===== config.mk =====
export PLATFORM = sky130hd
export DESIGN_NAME = k_permutation_generator
export DESIGN_NICKNAME = d
export VERILOG_FILES = /design/src/hdl/kpg_pkg.sv /design/src/hdl/kpg_dpath.sv /design/src/hdl/kpg_ctrl.sv /design/src/hdl/k_permutation_generator.sv
export VERILOG_INCLUDE_DIRS = /design/src /design/src/hdl
export SDC_FILE = /design/constraint.sdc
export NUM_CORES = 1
export LEC_CHECK = 0
export BUFFER_PORTS_ARGS = -buffer_cell sky130_fd_sc_hd__buf_2
export CAP_MARGIN = 10
export CORE_ASPECT_RATIO = 1.25
export CORE_MARGIN = 2
export CORE_UTILIZATION = 45
export DETAILED_ROUTE_END_ITERATION = 7
export GPL_TIMING_DRIVEN = 0
export PLACE_DENSITY = 0.59
export SYNTH_ARGS = -nofsm -noshare
export SYNTH_HDL_FRONTEND = slang
export SYNTH_SLANG_ARGS = --single-unit

===== constraint.sdc =====
create_clock -name clk_i -period 4.62 [get_ports clk_i]
set_input_delay 0.231 -clock clk_i [delete_from_list [all_inputs] [get_ports clk_i]]
set_output_delay 0.231 -clock clk_i [all_outputs]
set_load 0.02 [all_outputs]

===== src/hdl/k_permutation_generator_macros.svh =====
// Assertion macros shared by the k_permutation_generator RTL.
// Expects clk_i and rst_ni in the scope of each use.
`ifndef K_PERMUTATION_GENERATOR_MACROS_SVH
`define K_PERMUTATION_GENERATOR_MACROS_SVH

`ifndef SYNTHESIS
// Checked on every clock edge outside reset.
`define KPG_ASSERT(name, prop, msg) \
  name: assert property (@(posedge clk_i) disable iff (!rst_ni) prop) else $error(msg);
// Checked on every clock edge, reset included.
`define KPG_ASSERT_NORST(name, prop, msg) \
  name: assert property (@(posedge clk_i) prop) else $error(msg);
`else
`define KPG_ASSERT(name, prop, msg)
`define KPG_ASSERT_NORST(name, prop, msg)
`endif

`endif


===== src/hdl/kpg_pkg.sv =====
`timescale 1ns / 1ps
// Shared types and constants for the k-permutation generator.
// No dependencies; used by kpg_ctrl, kpg_dpath and the top level.
package kpg_pkg;

  localparam int unsigned LETTER_W   = 5;
  localparam int unsigned WLEN_W     = 4;
  localparam int unsigned CFG_IDX_W  = 2;
  localparam int unsigned CFG_DATA_W = 5;

  localparam logic [LETTER_W-1:0] ALPHABET_RST = 5'd26;
  localparam logic [WLEN_W-1:0]   WLEN_RST     = 4'd3;

  typedef enum logic [CFG_IDX_W-1:0] {
    CFG_ALPHABET_SIZE = 2'd0,
    CFG_WORD_LENGTH   = 2'd1
  } cfg_idx_e;

  typedef enum logic [2:0] {
    OP_NOP,
    OP_START,
    OP_FILL,
    OP_BACK,
    OP_EMIT,
    OP_EXH
  } dp_op_e;

  typedef struct packed {
    dp_op_e op;
  } dp_cmd_t;

  typedef struct packed {
    logic cfg_hit;    // register write this cycle
    logic length_ok;  // word length is nonzero and fits the alphabet and the word store
    logic pos_last;   // position pointer at word_length - 1
    logic pos_zero;   // position pointer at 0
    logic found;      // letter search hit
    logic out_free;   // output register can take a beat
  } dp_status_t;

endpackage


===== src/hdl/kpg_dpath.sv =====
`timescale 1ns / 1ps
// Datapath: config registers, used-letter mask, current word, letter search
// unit and output register. Depends on kpg_pkg and the assertion macros.
`include "k_permutation_generator_macros.svh"

module kpg_dpath #(
  parameter int unsigned MaxAlphabet = 26,
  parameter int unsigned MaxLength   = 8
) (
  input  logic                                clk_i,
  input  logic                                rst_ni,
  input  logic                                cfg_valid_i,
  input  logic [kpg_pkg::CFG_IDX_W-1:0]       cfg_index_i,
  input  logic [kpg_pkg::CFG_DATA_W-1:0]      cfg_data_i,
  input  logic                                out_ready_i,
  output logic                                out_valid_o,
  output logic [kpg_pkg::LETTER_W-1:0]        letter_o,
  output logic                                last_letter_o,
  output logic                                exhausted_o,
  input  kpg_pkg::dp_cmd_t                    cmd_i,
  output kpg_pkg::dp_status_t                 status_o
);

  localparam int unsigned PosW = (MaxLength > 1) ? $clog2(MaxLength) : 1;

  logic [kpg_pkg::LETTER_W-1:0] alpha_q;
  logic [kpg_pkg::WLEN_W-1:0]   wlen_q;
  logic [MaxAlphabet-1:0]       used_q;
  logic [kpg_pkg::LETTER_W-1:0] word_q [MaxLength];
  logic [PosW-1:0]              pos_q;
  logic                         out_valid_q;
  logic [kpg_pkg::LETTER_W-1:0] letter_q;
  logic                         last_q;
  logic                         exh_q;

  logic [kpg_pkg::LETTER_W-1:0] eff_alpha;
  logic                         length_ok;
  logic                         pos_last;
  logic                         pos_zero;
  logic                         cfg_hit;
  logic                         out_free;
  logic                         back;
  logic [kpg_pkg::LETTER_W-1:0] cur;
  logic [MaxAlphabet-1:0]       cur_bit;
  logic [MaxAlphabet-1:0]       used_srch;
  logic [MaxAlphabet-1:0]       cand;
  logic [kpg_pkg::LETTER_W-1:0] found_idx;
  logic [MaxAlphabet-1:0]       pick_bit;
  logic                         found;
  logic [PosW-1:0]              pos_adv;
  logic                         load_letter;
  logic                         load_exh;

  assign eff_alpha = (alpha_q > kpg_pkg::LETTER_W'(MaxAlphabet)) ?
                     kpg_pkg::LETTER_W'(MaxAlphabet) : alpha_q;
  assign length_ok = (wlen_q != '0) && (wlen_q <= kpg_pkg::WLEN_W'(MaxLength)) &&
                     ({1'b0, wlen_q} <= eff_alpha);
  assign pos_last  = (kpg_pkg::WLEN_W'(pos_q) + kpg_pkg::WLEN_W'(1)) == wlen_q;
  assign pos_zero  = (pos_q == '0);
  assign cfg_hit   = cfg_valid_i && ((cfg_index_i == kpg_pkg::CFG_ALPHABET_SIZE) ||
                                     (cfg_index_i == kpg_pkg::CFG_WORD_LENGTH));
  assign out_free  = !out_valid_q || out_ready_i;
  assign back      = (cmd_i.op == kpg_pkg::OP_BACK);

  assign cur       = word_q[pos_q];
  assign cur_bit   = MaxAlphabet'(1) << cur;
  // Backtracking frees the letter at this position before searching above it.
  assign used_srch = back ? (used_q & ~cur_bit) : used_q;

  always_comb begin
    cand      = '0;
    found_idx = '0;
    for (int c = 0; c < MaxAlphabet; c++) begin
      cand[c] = !used_srch[c] && (kpg_pkg::LETTER_W'(c) < eff_alpha) &&
                (!back || (kpg_pkg::LETTER_W'(c) > cur));
    end
    for (int c = MaxAlphabet - 1; c >= 0; c--) begin
      if (cand[c]) begin
        found_idx = kpg_pkg::LETTER_W'(c);
      end
    end
  end

  assign found    = |cand;
  assign pick_bit = MaxAlphabet'(1) << found_idx;
  // Filling the last position wraps the pointer to 0, ready for emission.
  assign pos_adv  = pos_last ? '0 : pos_q + PosW'(1);

  assign load_letter = (cmd_i.op == kpg_pkg::OP_EMIT) && out_free;
  assign load_exh    = (cmd_i.op == kpg_pkg::OP_EXH) && out_free;

  always_ff @(posedge clk_i or negedge rst_ni) begin
    if (!rst_ni) begin
      alpha_q     <= kpg_pkg::ALPHABET_RST;
      wlen_q      <= kpg_pkg::WLEN_RST;
      used_q      <= '0;
      pos_q       <= '0;
      out_valid_q <= 1'b0;
      for (int i = 0; i < MaxLength; i++) begin
        word_q[i] <= '0;
      end
    end else begin
      case (cmd_i.op)
        kpg_pkg::OP_START: begin
          used_q <= '0;
          pos_q  <= '0;
          for (int i = 0; i < MaxLength; i++) begin
            word_q[i] <= '0;
          end
        end
        kpg_pkg::OP_FILL: begin
          word_q[pos_q] <= found_idx;
          used_q        <= used_q | pick_bit;
          pos_q         <= pos_adv;
        end
        kpg_pkg::OP_BACK: begin
          if (found) begin
            word_q[pos_q] <= found_idx;
            used_q        <= used_srch | pick_bit;
            pos_q         <= pos_adv;
          end else begin
            used_q <= used_srch;
            if (!pos_zero) begin
              pos_q <= pos_q - PosW'(1);
            end
          end
        end
        kpg_pkg::OP_EMIT: begin
          if (out_free && !pos_last) begin
            pos_q <= pos_q + PosW'(1);
          end
        end
        kpg_pkg::OP_EXH: begin
          if (out_free) begin
            used_q <= '0;
            for (int i = 0; i < MaxLength; i++) begin
              word_q[i] <= '0;
            end
          end
        end
        default: ;
      endcase

      if (load_letter || load_exh) begin
        out_valid_q <= 1'b1;
      end else if (out_ready_i) begin
        out_valid_q <= 1'b0;
      end

      if (cfg_hit) begin
        if (cfg_index_i == kpg_pkg::CFG_ALPHABET_SIZE) begin
          alpha_q <= cfg_data_i;
        end else begin
          wlen_q <= cfg_data_i[kpg_pkg::WLEN_W-1:0];
        end
        used_q <= '0;
        for (int i = 0; i < MaxLength; i++) begin
          word_q[i] <= '0;
        end
      end
    end
  end

  // Output payload, no reset needed
  always_ff @(posedge clk_i) begin
    if (load_letter) begin
      letter_q <= cur;
      last_q   <= pos_last;
      exh_q    <= 1'b0;
    end else if (load_exh) begin
      letter_q <= '0;
      last_q   <= 1'b1;
      exh_q    <= 1'b1;
    end
  end

  assign out_valid_o   = out_valid_q;
  assign letter_o      = letter_q;
  assign last_letter_o = last_q;
  assign exhausted_o   = exh_q;

  assign status_o.cfg_hit   = cfg_hit;
  assign status_o.length_ok = length_ok;
  assign status_o.pos_last  = pos_last;
  assign status_o.pos_zero  = pos_zero;
  assign status_o.found     = found;
  assign status_o.out_free  = out_free;

  `KPG_ASSERT(a_exh_beat,
              (out_valid_q && exh_q) |-> (letter_q == '0 && last_q),
              "exhausted beat must carry letter 0 and last")
  `KPG_ASSERT(a_load_src,
              $rose(out_valid_q) |-> ($past(cmd_i.op) == kpg_pkg::OP_EMIT ||
                                      $past(cmd_i.op) == kpg_pkg::OP_EXH),
              "output loaded without emit or exhaust command")
  `KPG_ASSERT_NORST(a_rst_out, !rst_ni |-> !out_valid_q, "output valid during reset")

endmodule


===== src/hdl/kpg_ctrl.sv =====
`timescale 1ns / 1ps
// Controller: sequences start, fill, backtrack, emit and exhaust steps and
// keeps the started and done flags. Depends on kpg_pkg and the macros.
`include "k_permutation_generator_macros.svh"

module kpg_ctrl (
  input  logic                clk_i,
  input  logic                rst_ni,
  input  logic                in_valid_i,
  output logic                in_ready_o,
  input  logic                restart_i,
  output kpg_pkg::dp_cmd_t    cmd_o,
  input  kpg_pkg::dp_status_t status_i
);

  typedef enum logic [2:0] {
    S_IDLE,
    S_FILL,
    S_BACK,
    S_EMIT,
    S_EXH
  } state_e;

  state_e state_q;
  logic   started_q;
  logic   done_q;
  logic   accept;
  logic   fresh;

  assign in_ready_o = (state_q == S_IDLE);
  assign accept     = in_valid_i && in_ready_o;
  // First request after reset or a register write behaves as a restart.
  assign fresh      = restart_i || !started_q;

  always_comb begin
    unique case (state_q)
      S_IDLE:  cmd_o.op = (accept && fresh) ? kpg_pkg::OP_START : kpg_pkg::OP_NOP;
      S_FILL:  cmd_o.op = kpg_pkg::OP_FILL;
      S_BACK:  cmd_o.op = kpg_pkg::OP_BACK;
      S_EMIT:  cmd_o.op = kpg_pkg::OP_EMIT;
      S_EXH:   cmd_o.op = kpg_pkg::OP_EXH;
      default: cmd_o.op = kpg_pkg::OP_NOP;
    endcase
  end

  always_ff @(posedge clk_i or negedge rst_ni) begin
    if (!rst_ni) begin
      state_q   <= S_IDLE;
      started_q <= 1'b0;
      done_q    <= 1'b0;
    end else begin
      unique case (state_q)
        S_IDLE: begin
          if (accept) begin
            if (fresh) begin
              started_q <= 1'b1;
              done_q    <= 1'b0;
              state_q   <= status_i.length_ok ? S_FILL : S_EXH;
            end else if (done_q || !status_i.length_ok) begin
              state_q <= S_EXH;
            end else begin
              state_q <= S_BACK;
            end
          end
        end
        S_FILL: begin
          if (status_i.pos_last) begin
            state_q <= S_EMIT;
          end
        end
        S_BACK: begin
          if (status_i.found) begin
            state_q <= status_i.pos_last ? S_EMIT : S_FILL;
          end else if (status_i.pos_zero) begin
            state_q <= S_EXH;
          end
        end
        S_EMIT: begin
          if (status_i.out_free && status_i.pos_last) begin
            state_q <= S_IDLE;
          end
        end
        S_EXH: begin
          if (status_i.out_free) begin
            done_q  <= 1'b1;
            state_q <= S_IDLE;
          end
        end
        default: state_q <= S_IDLE;
      endcase

      if (status_i.cfg_hit) begin
        started_q <= 1'b0;
        done_q    <= 1'b0;
      end
    end
  end

  `KPG_ASSERT(a_back_exh,
              (state_q == S_BACK && !status_i.found && status_i.pos_zero) |=> state_q == S_EXH,
              "backtrack ran out without exhausting")
  `KPG_ASSERT(a_exh_done,
              (state_q == S_EXH && status_i.out_free && !status_i.cfg_hit) |=>
              (done_q && state_q == S_IDLE),
              "exhaust beat did not mark done")
  `KPG_ASSERT(a_start_src,
              (cmd_o.op == kpg_pkg::OP_START) |-> (state_q == S_IDLE && in_valid_i),
              "start issued without an accepted request")

endmodule


===== src/hdl/k_permutation_generator.sv =====
`timescale 1ns / 1ps
// Lexicographic k-permutation generator: each request beat returns the next
// arrangement of word_length distinct letters from the first alphabet_size
// letters, one letter per output beat with the final one flagged, or a single
// exhausted beat. A request that starts over (restart, or the first one after
// reset or a register write) clears the word, fills each position in turn and
// then emits the word. An advance backtracks from the last position until a
// letter can move up, refills the positions after it and emits the word. An
// exhausted beat follows directly when the generator is done or the length
// is invalid, or once backtracking runs out of positions. The letter search
// unit settles one word position per cycle, and the single output register
// takes one beat per cycle while the output is not stalled. The next request
// is taken while the final beat waits at the output.
// Depends on kpg_pkg, kpg_ctrl and kpg_dpath.

module k_permutation_generator #(
  parameter int unsigned MAX_ALPHABET = 26,
  parameter int unsigned MAX_LENGTH   = 8
) (
  input  logic                            clk_i,
  input  logic                            rst_ni,
  input  logic                            cfg_valid_i,
  output logic                            cfg_ready_o,
  input  logic [kpg_pkg::CFG_IDX_W-1:0]   cfg_index_i,
  input  logic [kpg_pkg::CFG_DATA_W-1:0]  cfg_data_i,
  input  logic                            in_valid_i,
  output logic                            in_ready_o,
  input  logic                            restart_i,
  output logic                            out_valid_o,
  input  logic                            out_ready_i,
  output logic [kpg_pkg::LETTER_W-1:0]    letter_o,
  output logic                            last_letter_o,
  output logic                            exhausted_o
);

  kpg_pkg::dp_cmd_t    cmd;
  kpg_pkg::dp_status_t status;

  // Register writes are always accepted.
  assign cfg_ready_o = 1'b1;

  kpg_ctrl u_ctrl (
    .clk_i      (clk_i),
    .rst_ni     (rst_ni),
    .in_valid_i (in_valid_i),
    .in_ready_o (in_ready_o),
    .restart_i  (restart_i),
    .cmd_o      (cmd),
    .status_i   (status)
  );

  kpg_dpath #(
    .MaxAlphabet (MAX_ALPHABET),
    .MaxLength   (MAX_LENGTH)
  ) u_dpath (
    .clk_i         (clk_i),
    .rst_ni        (rst_ni),
    .cfg_valid_i   (cfg_valid_i),
    .cfg_index_i   (cfg_index_i),
    .cfg_data_i    (cfg_data_i),
    .out_ready_i   (out_ready_i),
    .out_valid_o   (out_valid_o),
    .letter_o      (letter_o),
    .last_letter_o (last_letter_o),
    .exhausted_o   (exhausted_o),
    .cmd_i         (cmd),
    .status_o      (status)
  );

endmodule

# After elaboration in Yosys (flattened, before gate mapping)
# Index checks and enable logic that the tools add are counted.
[word_totals]
regBits = 91
output_inout_bits = 10
word_cells = 330
in_bits = 13
[op_classes]
order_cmp = 57
n_shift = 2
n_reduce_logical = 145
muxes = 75
n_addsub = 3
eq_ne = 23
n_bitwise = 6
[op_table]
columns = ["cell", "n"]
rows = [
  ["$mux W5", 32],
  ["$pmux W40 S4", 1],
  ["$mux W40", 3],
  ["$mux W26", 4],
  ["$pmux W26 S4", 1],
  ["$logic_and A1 B1 Y1", 62],
  ["$or A26 B26 Y26", 2],
  ["$shl A1 B5 Y26 const A", 2],
  ["$gt A5 B5 Y1 const A", 10],
  ["$lt A5 B5 Y1 const A", 10],
  ["$bwmux W40", 1],
  ["$gt A4 B5 Y1 const A", 8],
  ["$lt A4 B5 Y1 const A", 8],
  ["$mux W3", 13],
  ["$logic_not A1 Y1", 31],
  ["$logic_or A1 B1 Y1", 31],
  ["$pmux W3 S5", 2],
  ["$and A26 B26 Y26", 1],
  ["$not A26 Y26", 1],
  ["$reduce_or A26 Y1", 1],
  ["$gt A3 B5 Y1 const A", 4],
  ["$lt A3 B5 Y1 const A", 4],
  ["$bmux W5 S3", 1],
  ["$demux W5 S3", 1],
  ["38 further kinds", 77],
]

# Depth between registers and ports, before layout
[depth]
ltp_word = 42
ltp_mapped = 14
mapped_depth_nobuf = 12

# By module
# Synthesis repeated with hierarchy kept, for this count alone.
[unflattened]
cells_unflattened = 714
area_unflattened_um2 = 6478.7
[by_module_without_submodules]
columns = ["module", "seq_area_each_um2", "area_each_um2", "cells_each", "instances"]
rows = [
  ["kpg_dpath", 2183.3, 6068.3, 664, 1],
  ["kpg_ctrl", 125.1, 399.1, 48, 1],
  ["k_permutation_generator", 0.0, 11.3, 2, 1],
]

# Worst setup path after synthesis
# Ideal clock, no wire load.
[synth_path]
path_type = "reg2reg"
start = "reg u_dpath.pos_q[1]"
end = "reg u_dpath.word_q[11] (netlist bit)"
setup_slack_ns = 0.990
t_required_ns = 4.540
setup_time_ns = 0.080
path_buffers = 3
path_stages_with_launch = 14
t_arrival_ns = 3.551
synth_period_minus_slack_ns = 3.630
cell_sequence = "dfrtp_1 -> buf_2 -> inv_2 -> mux4_2 -> a31oi_4 -> or3_1 -> o2111a_2 -> or4b_4 -> or4_1 -> buf_6 -> a21oi_4 -> or2_2 -> buf_6 -> o2bb2ai_1"
[synth_via]
elab_chain_cells = 40
word_cells_on_any_way = 175
cone_classes = "28 x order compare; 1 x eq/ne; 1 x shift; 35 x mux; 3 x bitwise; 107 x reduce/logical"
[synth_lines]
columns = ["item", "line_no", "source"]
rows = [
  ["from (decl)", "kpg_dpath.sv:30", "logic [PosW-1:0] pos_q;"],
  ["from (signal assigned)", "kpg_dpath.sv:114", "pos_q <= pos_adv;"],
  ["from (signal assigned)", "kpg_dpath.sv:120", "pos_q <= pos_adv;"],
  ["from (signal assigned)", "kpg_dpath.sv:124", "pos_q <= pos_q - PosW'(1);"],
  ["$not A3 Y4 (not written as such) (*)", "kpg_dpath.sv:65, kpg_dpath.sv:112, kpg_dpath.sv:118", ""],
  ["parallel branches: the longest is 39 deep, another holds $gt A5 B5 Y1", "-", ""],
  ["to (signal, indexed assignment)", "kpg_dpath.sv:112", "word_q[pos_q] <= found_idx;"],
  ["to (signal, indexed assignment)", "kpg_dpath.sv:118", "word_q[pos_q] <= found_idx;"],
  ["to (decl)", "kpg_dpath.sv:29", "logic [kpg_pkg::LETTER_W-1:0] word_q [MaxLength];"],
]
# Mark *: on every way between the ends. The select of a mux whose other input is x is not followed.
# A chain may end at the register's enable or synchronous reset.

# Final worst setup path
[layout_path]
start = "reg u_dpath.pos_q[0]"
end = "reg u_dpath.used_q[15]"
[layout_via]
elab_chain_cells = 42
word_cells_on_any_way = 171
cone_classes = "26 x order compare; 2 x shift; 33 x mux; 5 x bitwise; 105 x reduce/logical"
[layout_lines]
columns = ["item", "line_no", "source"]
rows = [
  ["$not A3 Y4 (not written as such) (*)", "kpg_dpath.sv:65", "assign cur = word_q[pos_q];"],
  ["$bmux W5 S3 (*)", "kpg_dpath.sv:65", ""],
  ["$mux W5 (not written as such) (*) (2 in a row)", "kpg_dpath.sv:65", ""],
  ["parallel branches: the longest is 36 deep, another holds $gt A5 B5 Y1", "-", ""],
  ["$pmux W26 S4 (*)", "kpg_dpath.sv:103", "case (cmd_i.op)"],
  ["$mux W26 (*)", "kpg_dpath.sv:150", "if (cfg_hit) begin"],
  ["to (signal assigned)", "kpg_dpath.sv:113", "used_q <= used_q | pick_bit;"],
  ["to (signal assigned)", "kpg_dpath.sv:119", "used_q <= used_srch | pick_bit;"],
  ["to (signal assigned)", "kpg_dpath.sv:122", "used_q <= used_srch;"],
  ["to (decl)", "kpg_dpath.sv:28", "logic [MaxAlphabet-1:0] used_q;"],
]
# Marked as above.

==> flow_summary.html <==
<table>
<tr><th>Metric</th><th>Value</th></tr>
<tr><th colspan="2">Critical path</th></tr>
<tr><td>Critical path start-end classification</td><td>reg2reg</td></tr>
<tr><td>Worst reg2reg endpoint</td><td>u_dpath.used_q[15]</td></tr>
<tr><td>Worst-case register-to-register setup slack</td><td>0.13 ns</td></tr>
<tr><td>Startpoint Class</td><td>flop</td></tr>
<tr><td>Required time worst endpoint</td><td>slightly below 5 ns</td></tr>
<tr><td>CP endpoint kind</td><td>flop</td></tr>
<tr><td>Critical path peak fanout</td><td>10</td></tr>
<tr><td>Count of cells along the worst register-to-register path</td><td>13</td></tr>
<tr><td>Critical path arrival</td><td>roughly 4.8 ns</td></tr>
<tr><td>R2R Path Start</td><td>u_dpath.pos_q[0]</td></tr>
<tr><th colspan="2">Min path</th></tr>
<tr><td>Worst hold path class</td><td>in2reg</td></tr>
<tr><td>Worst hold path stage count</td><td>3</td></tr>
<tr><td>Worst Hold Endpoint</td><td>u_dpath.alpha_q[4]</td></tr>
<tr><td>Worst min-delay path startpoint</td><td>cfg_data_i[4]</td></tr>
<tr><th colspan="2">Clock network</th></tr>
<tr><td>Clock tree from TritonCTS</td><td>yes</td></tr>
<tr><td>Latest clock arrival within the worst-skew pair</td><td>0.36 ns</td></tr>
<tr><td>H-tree depth</td><td>3</td></tr>
<tr><td>Number of buffers created by CTS</td><td>9</td></tr>
<tr><td>Setup bufs post-CTS</td><td>0</td></tr>
<tr><td>Maximum number of buffers from clock root to sink</td><td>2</td></tr>
<tr><td>CTS clock-pin slew for the worst setup and hold paths</td><td>approximately 0.07 ns</td></tr>
<tr><td>CTS root buffer</td><td>sky130_fd_sc_hd__clkbuf_16</td></tr>
<tr><td>Number of sinks driven by the clock tree</td><td>91</td></tr>
<tr><th colspan="2">Placement</th></tr>
<tr><td>Placed instance count</td><td>869</td></tr>
<tr><td>DP Area</td><td>between 6000 and 7000 um^2</td></tr>
<tr><td>Placer congestion estimate</td><td>between 0.9 and 1</td></tr>
<tr><td>Final HPWL from detailed placement</td><td>17030 um</td></tr>
<tr><td>Input/output buffers</td><td>21</td></tr>
<tr><th colspan="2">Cells and area</th></tr>
<tr><td>NumNets Final</td><td>730</td></tr>
<tr><td>Antenna diode instance count</td><td>0</td></tr>
<tr><td>Fill cell count</td><td>1249</td></tr>
<tr><td>Cell area after layout</td><td>6904 um^2</td></tr>
<tr><td>Cell Count, Final, Fillers Out</td><td>roughly 890</td></tr>
<tr><td>Area added between synthesis and finish</td><td>11.63%</td></tr>
<tr><td>Layout cell share with drive strength beyond 1</td><td>0.1664</td></tr>
<tr><th colspan="2">Global route</th></tr>
<tr><td>Initial antenna violation count</td><td>0</td></tr>
<tr><td>Met3 usage</td><td>0.05743</td></tr>
<tr><td>Largest net degree at the start of global routing</td><td>73</td></tr>
<tr><td>Total grt overflow</td><td>0</td></tr>
<tr><td>Total track usage</td><td>0.3170</td></tr>
<tr><td>Vias in the first global route</td><td>5963</td></tr>
<tr><td>Wire length of the first global-routing pass</td><td>34610 um</td></tr>
<tr><td>Most crowded layer after global routing</td><td>met2</td></tr>
<tr><td>Met1 track utilization from global routing</td><td>0.3967</td></tr>
<tr><td>Met2 track demand over resource in global routing</td><td>0.4990</td></tr>
<tr><th colspan="2">Power and ir drop</th></tr>
<tr><td>Worst IR drop on VDD</td><td>about 300 uV</td></tr>
<tr><td>Standby leakage power</td><td>2.693 nW</td></tr>
<tr><td>Pwr dens</td><td>569.4 nW/um^2</td></tr>
<tr><th colspan="2">Timing</th></tr>
<tr><td>Period minus WS final</td><td>4.491 ns</td></tr>
<tr><td>Setup Viol. Count Final</td><td>0</td></tr>
<tr><td>Total negative slack for setup checks</td><td>0 ns</td></tr>
<tr><td>Remaining max-slew budget at the tightest pin</td><td>0.3060</td></tr>
<tr><td>Number of hold violations in the final report</td><td>0</td></tr>
<tr><td>Count of pins over their slew limit</td><td>0</td></tr>
<tr><td>Final worst path period share</td><td>0.9722</td></tr>
<tr><td>RSZ-0062 raised after global routing</td><td>no</td></tr>
<tr><td>Max Clock Freq</td><td>0.2226 GHz</td></tr>
<tr><td>Clock Skew</td><td>0.01126 ns</td></tr>
<tr><td>Transition at the pin with the smallest max-transition slack</td><td>a little over 1 ns</td></tr>
<tr><th colspan="2">Synthesis</th></tr>
<tr><td>Total nets after synthesis</td><td>696</td></tr>
<tr><td>Count of cell types in the netlist</td><td>88</td></tr>
<tr><td>FFs w/ async S/R, synth</td><td>0.9231</td></tr>
<tr><td>Top FF cell, synth</td><td>sky130_fd_sc_hd__dfrtp_1</td></tr>
<tr><td>Fraction of post-synthesis cell area in the top cell type by area</td><td>0.3196</td></tr>
<tr><td>Yosys warning count</td><td>0</td></tr>
<tr><td>Cells taking the most area after synthesis</td><td>sky130_fd_sc_hd__dfrtp_1 (32%), sky130_fd_sc_hd__o2bb2ai_1 (6.1%), sky130_fd_sc_hd__o21ai_0 (4.8%)</td></tr>
<tr><td>Commonest cells in the netlist</td><td>sky130_fd_sc_hd__dfrtp_1 (79), sky130_fd_sc_hd__o21ai_0 (59), sky130_fd_sc_hd__nor2_1 (57), sky130_fd_sc_hd__a21oi_1 (51), sky130_fd_sc_hd__nand2_1 (48)</td></tr>
<tr><td>Most instantiated library cell after synthesis</td><td>sky130_fd_sc_hd__dfrtp_1</td></tr>
<tr><td>Post-synth EDFFs</td><td>6</td></tr>
<tr><td>Number of synthesized register bits</td><td>91</td></tr>
<tr><td>Synth area leader</td><td>sky130_fd_sc_hd__dfrtp_1</td></tr>
<tr><td>Mapped Area</td><td>6185 um^2</td></tr>
<tr><td>Sequential element share of the synthesized area</td><td>0.3733</td></tr>
<tr><td>Number of instances in the synthesized netlist</td><td>between 600 and 700</td></tr>
<tr><td>Post-Synthesis Mean Instance Area</td><td>9.149 um^2</td></tr>
<tr><th colspan="2">Run</th></tr>
<tr><td>Number of max-cap violations</td><td>0</td></tr>
<tr><th colspan="2">Detailed routing</th></tr>
<tr><td>Total iterations of the first detailed-routing run</td><td>5</td></tr>
<tr><td>Initial DRC count</td><td>529</td></tr>
<tr><td>Total length of routed wires</td><td>22310 um</td></tr>
<tr><td>Via-per-instance ratio</td><td>6.709</td></tr>
<tr><td>Drt wl/cell</td><td>roughly 25 um</td></tr>
<tr><td>Antenna-violating nets left</td><td>0</td></tr>
<tr><td>DRC</td><td>0</td></tr>
<tr><td>Routed vias</td><td>5944</td></tr>
<tr><th colspan="2">Floorplanning</th></tr>
<tr><td>Num ports</td><td>23</td></tr>
<tr><td>Effective utilization at floorplan</td><td>0.4633</td></tr>
<tr><td>Overall die area</td><td>14700 um^2</td></tr>
<tr><td>Width of the chip</td><td>108.9 um</td></tr>
<tr><td># rows</td><td>47</td></tr>
<tr><td>Die span in y</td><td>135.1 um</td></tr>
<tr><td>Core area</td><td>around 13000 um^2</td></tr>
<tr><th colspan="2">Status</th></tr>
<tr><td>Outcome</td><td>finished, final reports clean</td></tr>
</table>
[cell families (layout without fill, tap and decap cells)]
family	count (synthesis)	count (layout)	share of synthesized area
AOI/OAI and AO/OA	272	272	0.3103
xor gates and xnor gates	5	5	0.007080
adders and majority gates	7	7	0.01416
buffers and inverters	57	96	0.05219
DFF	91	91	0.3733
muxes	31	31	0.07020
other	1	1	0.0006063
and+or+nand+nor	212	212	0.1722
[worst max path at each step]
| stage | startpoint | to | depth (start not counted) |
|---|---|---|---|
| 2_1_floorplan | u_dpath.pos_q[1] | u_dpath.word_q[11] | 13 |
| 5_1_grt | u_dpath.pos_q[1] | u_dpath.word_q[19] | 14 |
| 6_report | u_dpath.pos_q[0] | u_dpath.used_q[15] | 13 |
| 3_3_place_gp | u_dpath.pos_q[0] | u_dpath.used_q[4] | 11 |
| 4_1_cts | u_dpath.pos_q[0] | u_dpath.used_q[12] | 11 |
| 3_5_place_dp | u_dpath.pos_q[0] | u_dpath.used_q[12] | 12 |
[layout make-up]
| cell class | instances | area [um^2] | share of cell area |
|---|---|---|---|
| Clock inverter | 7 | 50.05 | 0.007249 |
| Inverter | 15 | 58.81 | 0.008518 |
| Sequential cell | 91 | 2308 | 0.3344 |
| Buffer | 42 | 269.0 | 0.03896 |
| Tap cell | 171 | 214.0 | 0.03099 |
| Multi-Input combinational cell | 528 | 3633 | 0.5263 |
| Timing Repair Buffer | 23 | 145.1 | 0.02102 |
| Clock buffer | 9 | 225.2 | 0.03262 |
[cells in the final DEF, fill, tap and decap left out, types with 8 or more instances in the layout]
master | Yosys | routed
sky130_fd_sc_hd__a21oi_1 | 51 | 51
sky130_fd_sc_hd__a31oi_1 | 20 | 20
sky130_fd_sc_hd__buf_2 | 3 | 23
sky130_fd_sc_hd__buf_6 | 12 | 12
sky130_fd_sc_hd__clkbuf_1 | 24 | 22
sky130_fd_sc_hd__clkbuf_16 | 0 | 9
sky130_fd_sc_hd__dfrtp_1 | 79 | 79
sky130_fd_sc_hd__inv_1 | 14 | 14
sky130_fd_sc_hd__mux2_2 | 10 | 10
sky130_fd_sc_hd__mux2i_1 | 8 | 8
sky130_fd_sc_hd__mux4_2 | 8 | 8
sky130_fd_sc_hd__nand2_1 | 48 | 48
sky130_fd_sc_hd__nand2b_1 | 8 | 8
sky130_fd_sc_hd__nand3_1 | 16 | 16
sky130_fd_sc_hd__nor2_1 | 57 | 56
sky130_fd_sc_hd__nor2b_1 | 11 | 11
sky130_fd_sc_hd__nor3_1 | 18 | 16
sky130_fd_sc_hd__o21ai_0 | 59 | 59
sky130_fd_sc_hd__o22ai_1 | 8 | 8
sky130_fd_sc_hd__o2bb2ai_1 | 43 | 43
sky130_fd_sc_hd__o31ai_1 | 11 | 10
sky130_fd_sc_hd__or2_2 | 10 | 10
sky130_fd_sc_hd__or3_1 | 8 | 8
[report_power, final]
part | internal [mW] | total, mW | switching [mW]
clock | 0.370 | 0.716 | 0.346
combinational | 0.744 | 2.22 | 1.48
sequential | 0.917 | 0.994 | 0.0767
total | 2.03 | 3.93 | 1.90
[routing by layer]
layer	part of all wire	wire, um
met3	0.072	1605
met5	0	0
met2	0.48	10610
met1	0.39	8727
met4	0.061	1365
[worst max-delay path: stages (launching register included)]
cell,delay [ns]
sky130_fd_sc_hd__dfrtp_1,0.40
sky130_fd_sc_hd__buf_6,0.16
sky130_fd_sc_hd__buf_8,0.14
sky130_fd_sc_hd__inv_1,0.26
sky130_fd_sc_hd__mux4_2,0.44
sky130_fd_sc_hd__nor3_4,0.43
sky130_fd_sc_hd__buf_2,0.35
sky130_fd_sc_hd__o41ai_1,0.13
sky130_fd_sc_hd__a311o_1,0.28
sky130_fd_sc_hd__a2111o_1,0.41
sky130_fd_sc_hd__a41oi_2,0.36
sky130_fd_sc_hd__o31ai_1,0.22
sky130_fd_sc_hd__or3_1,0.59
sky130_fd_sc_hd__o22ai_1,0.23
[timing repair]
item                       4_1_cts  5_1_grt
setup endpoints to repair       14       69
pin swaps                        0        0
hold buffers                     1        0
resized for setup                3       17
hold endpoints to repair        12        0
[flip-flops by register name, indices dropped and copies added (netlist names), 3 cells and up]
signal            flops
u_ctrl.state_q        3
u_dpath.alpha_q       5
u_dpath.letter_o      5
u_dpath.pos_q         3
u_dpath.used_q       26
u_dpath.wlen_q        4
u_dpath.word_q       40
[stage by stage]
stage	util	power, mW	hold slack (ns)	worst slack [ns]
2_1_floorplan	-	2.495	-0.06459	0.9898
4_1_cts	0.5121	3.852	0.09433	-0.03133
5_1_grt	0.5172	4.139	0.1042	0.01577
6_report	0.5172	3.931	0.09460	0.1285
3_3_place_gp	0.4872	3.091	0.4441	-0.05853
3_5_place_dp	0.4895	3.122	0.09880	-0.06967
Power figures use the tool's default switching activity.
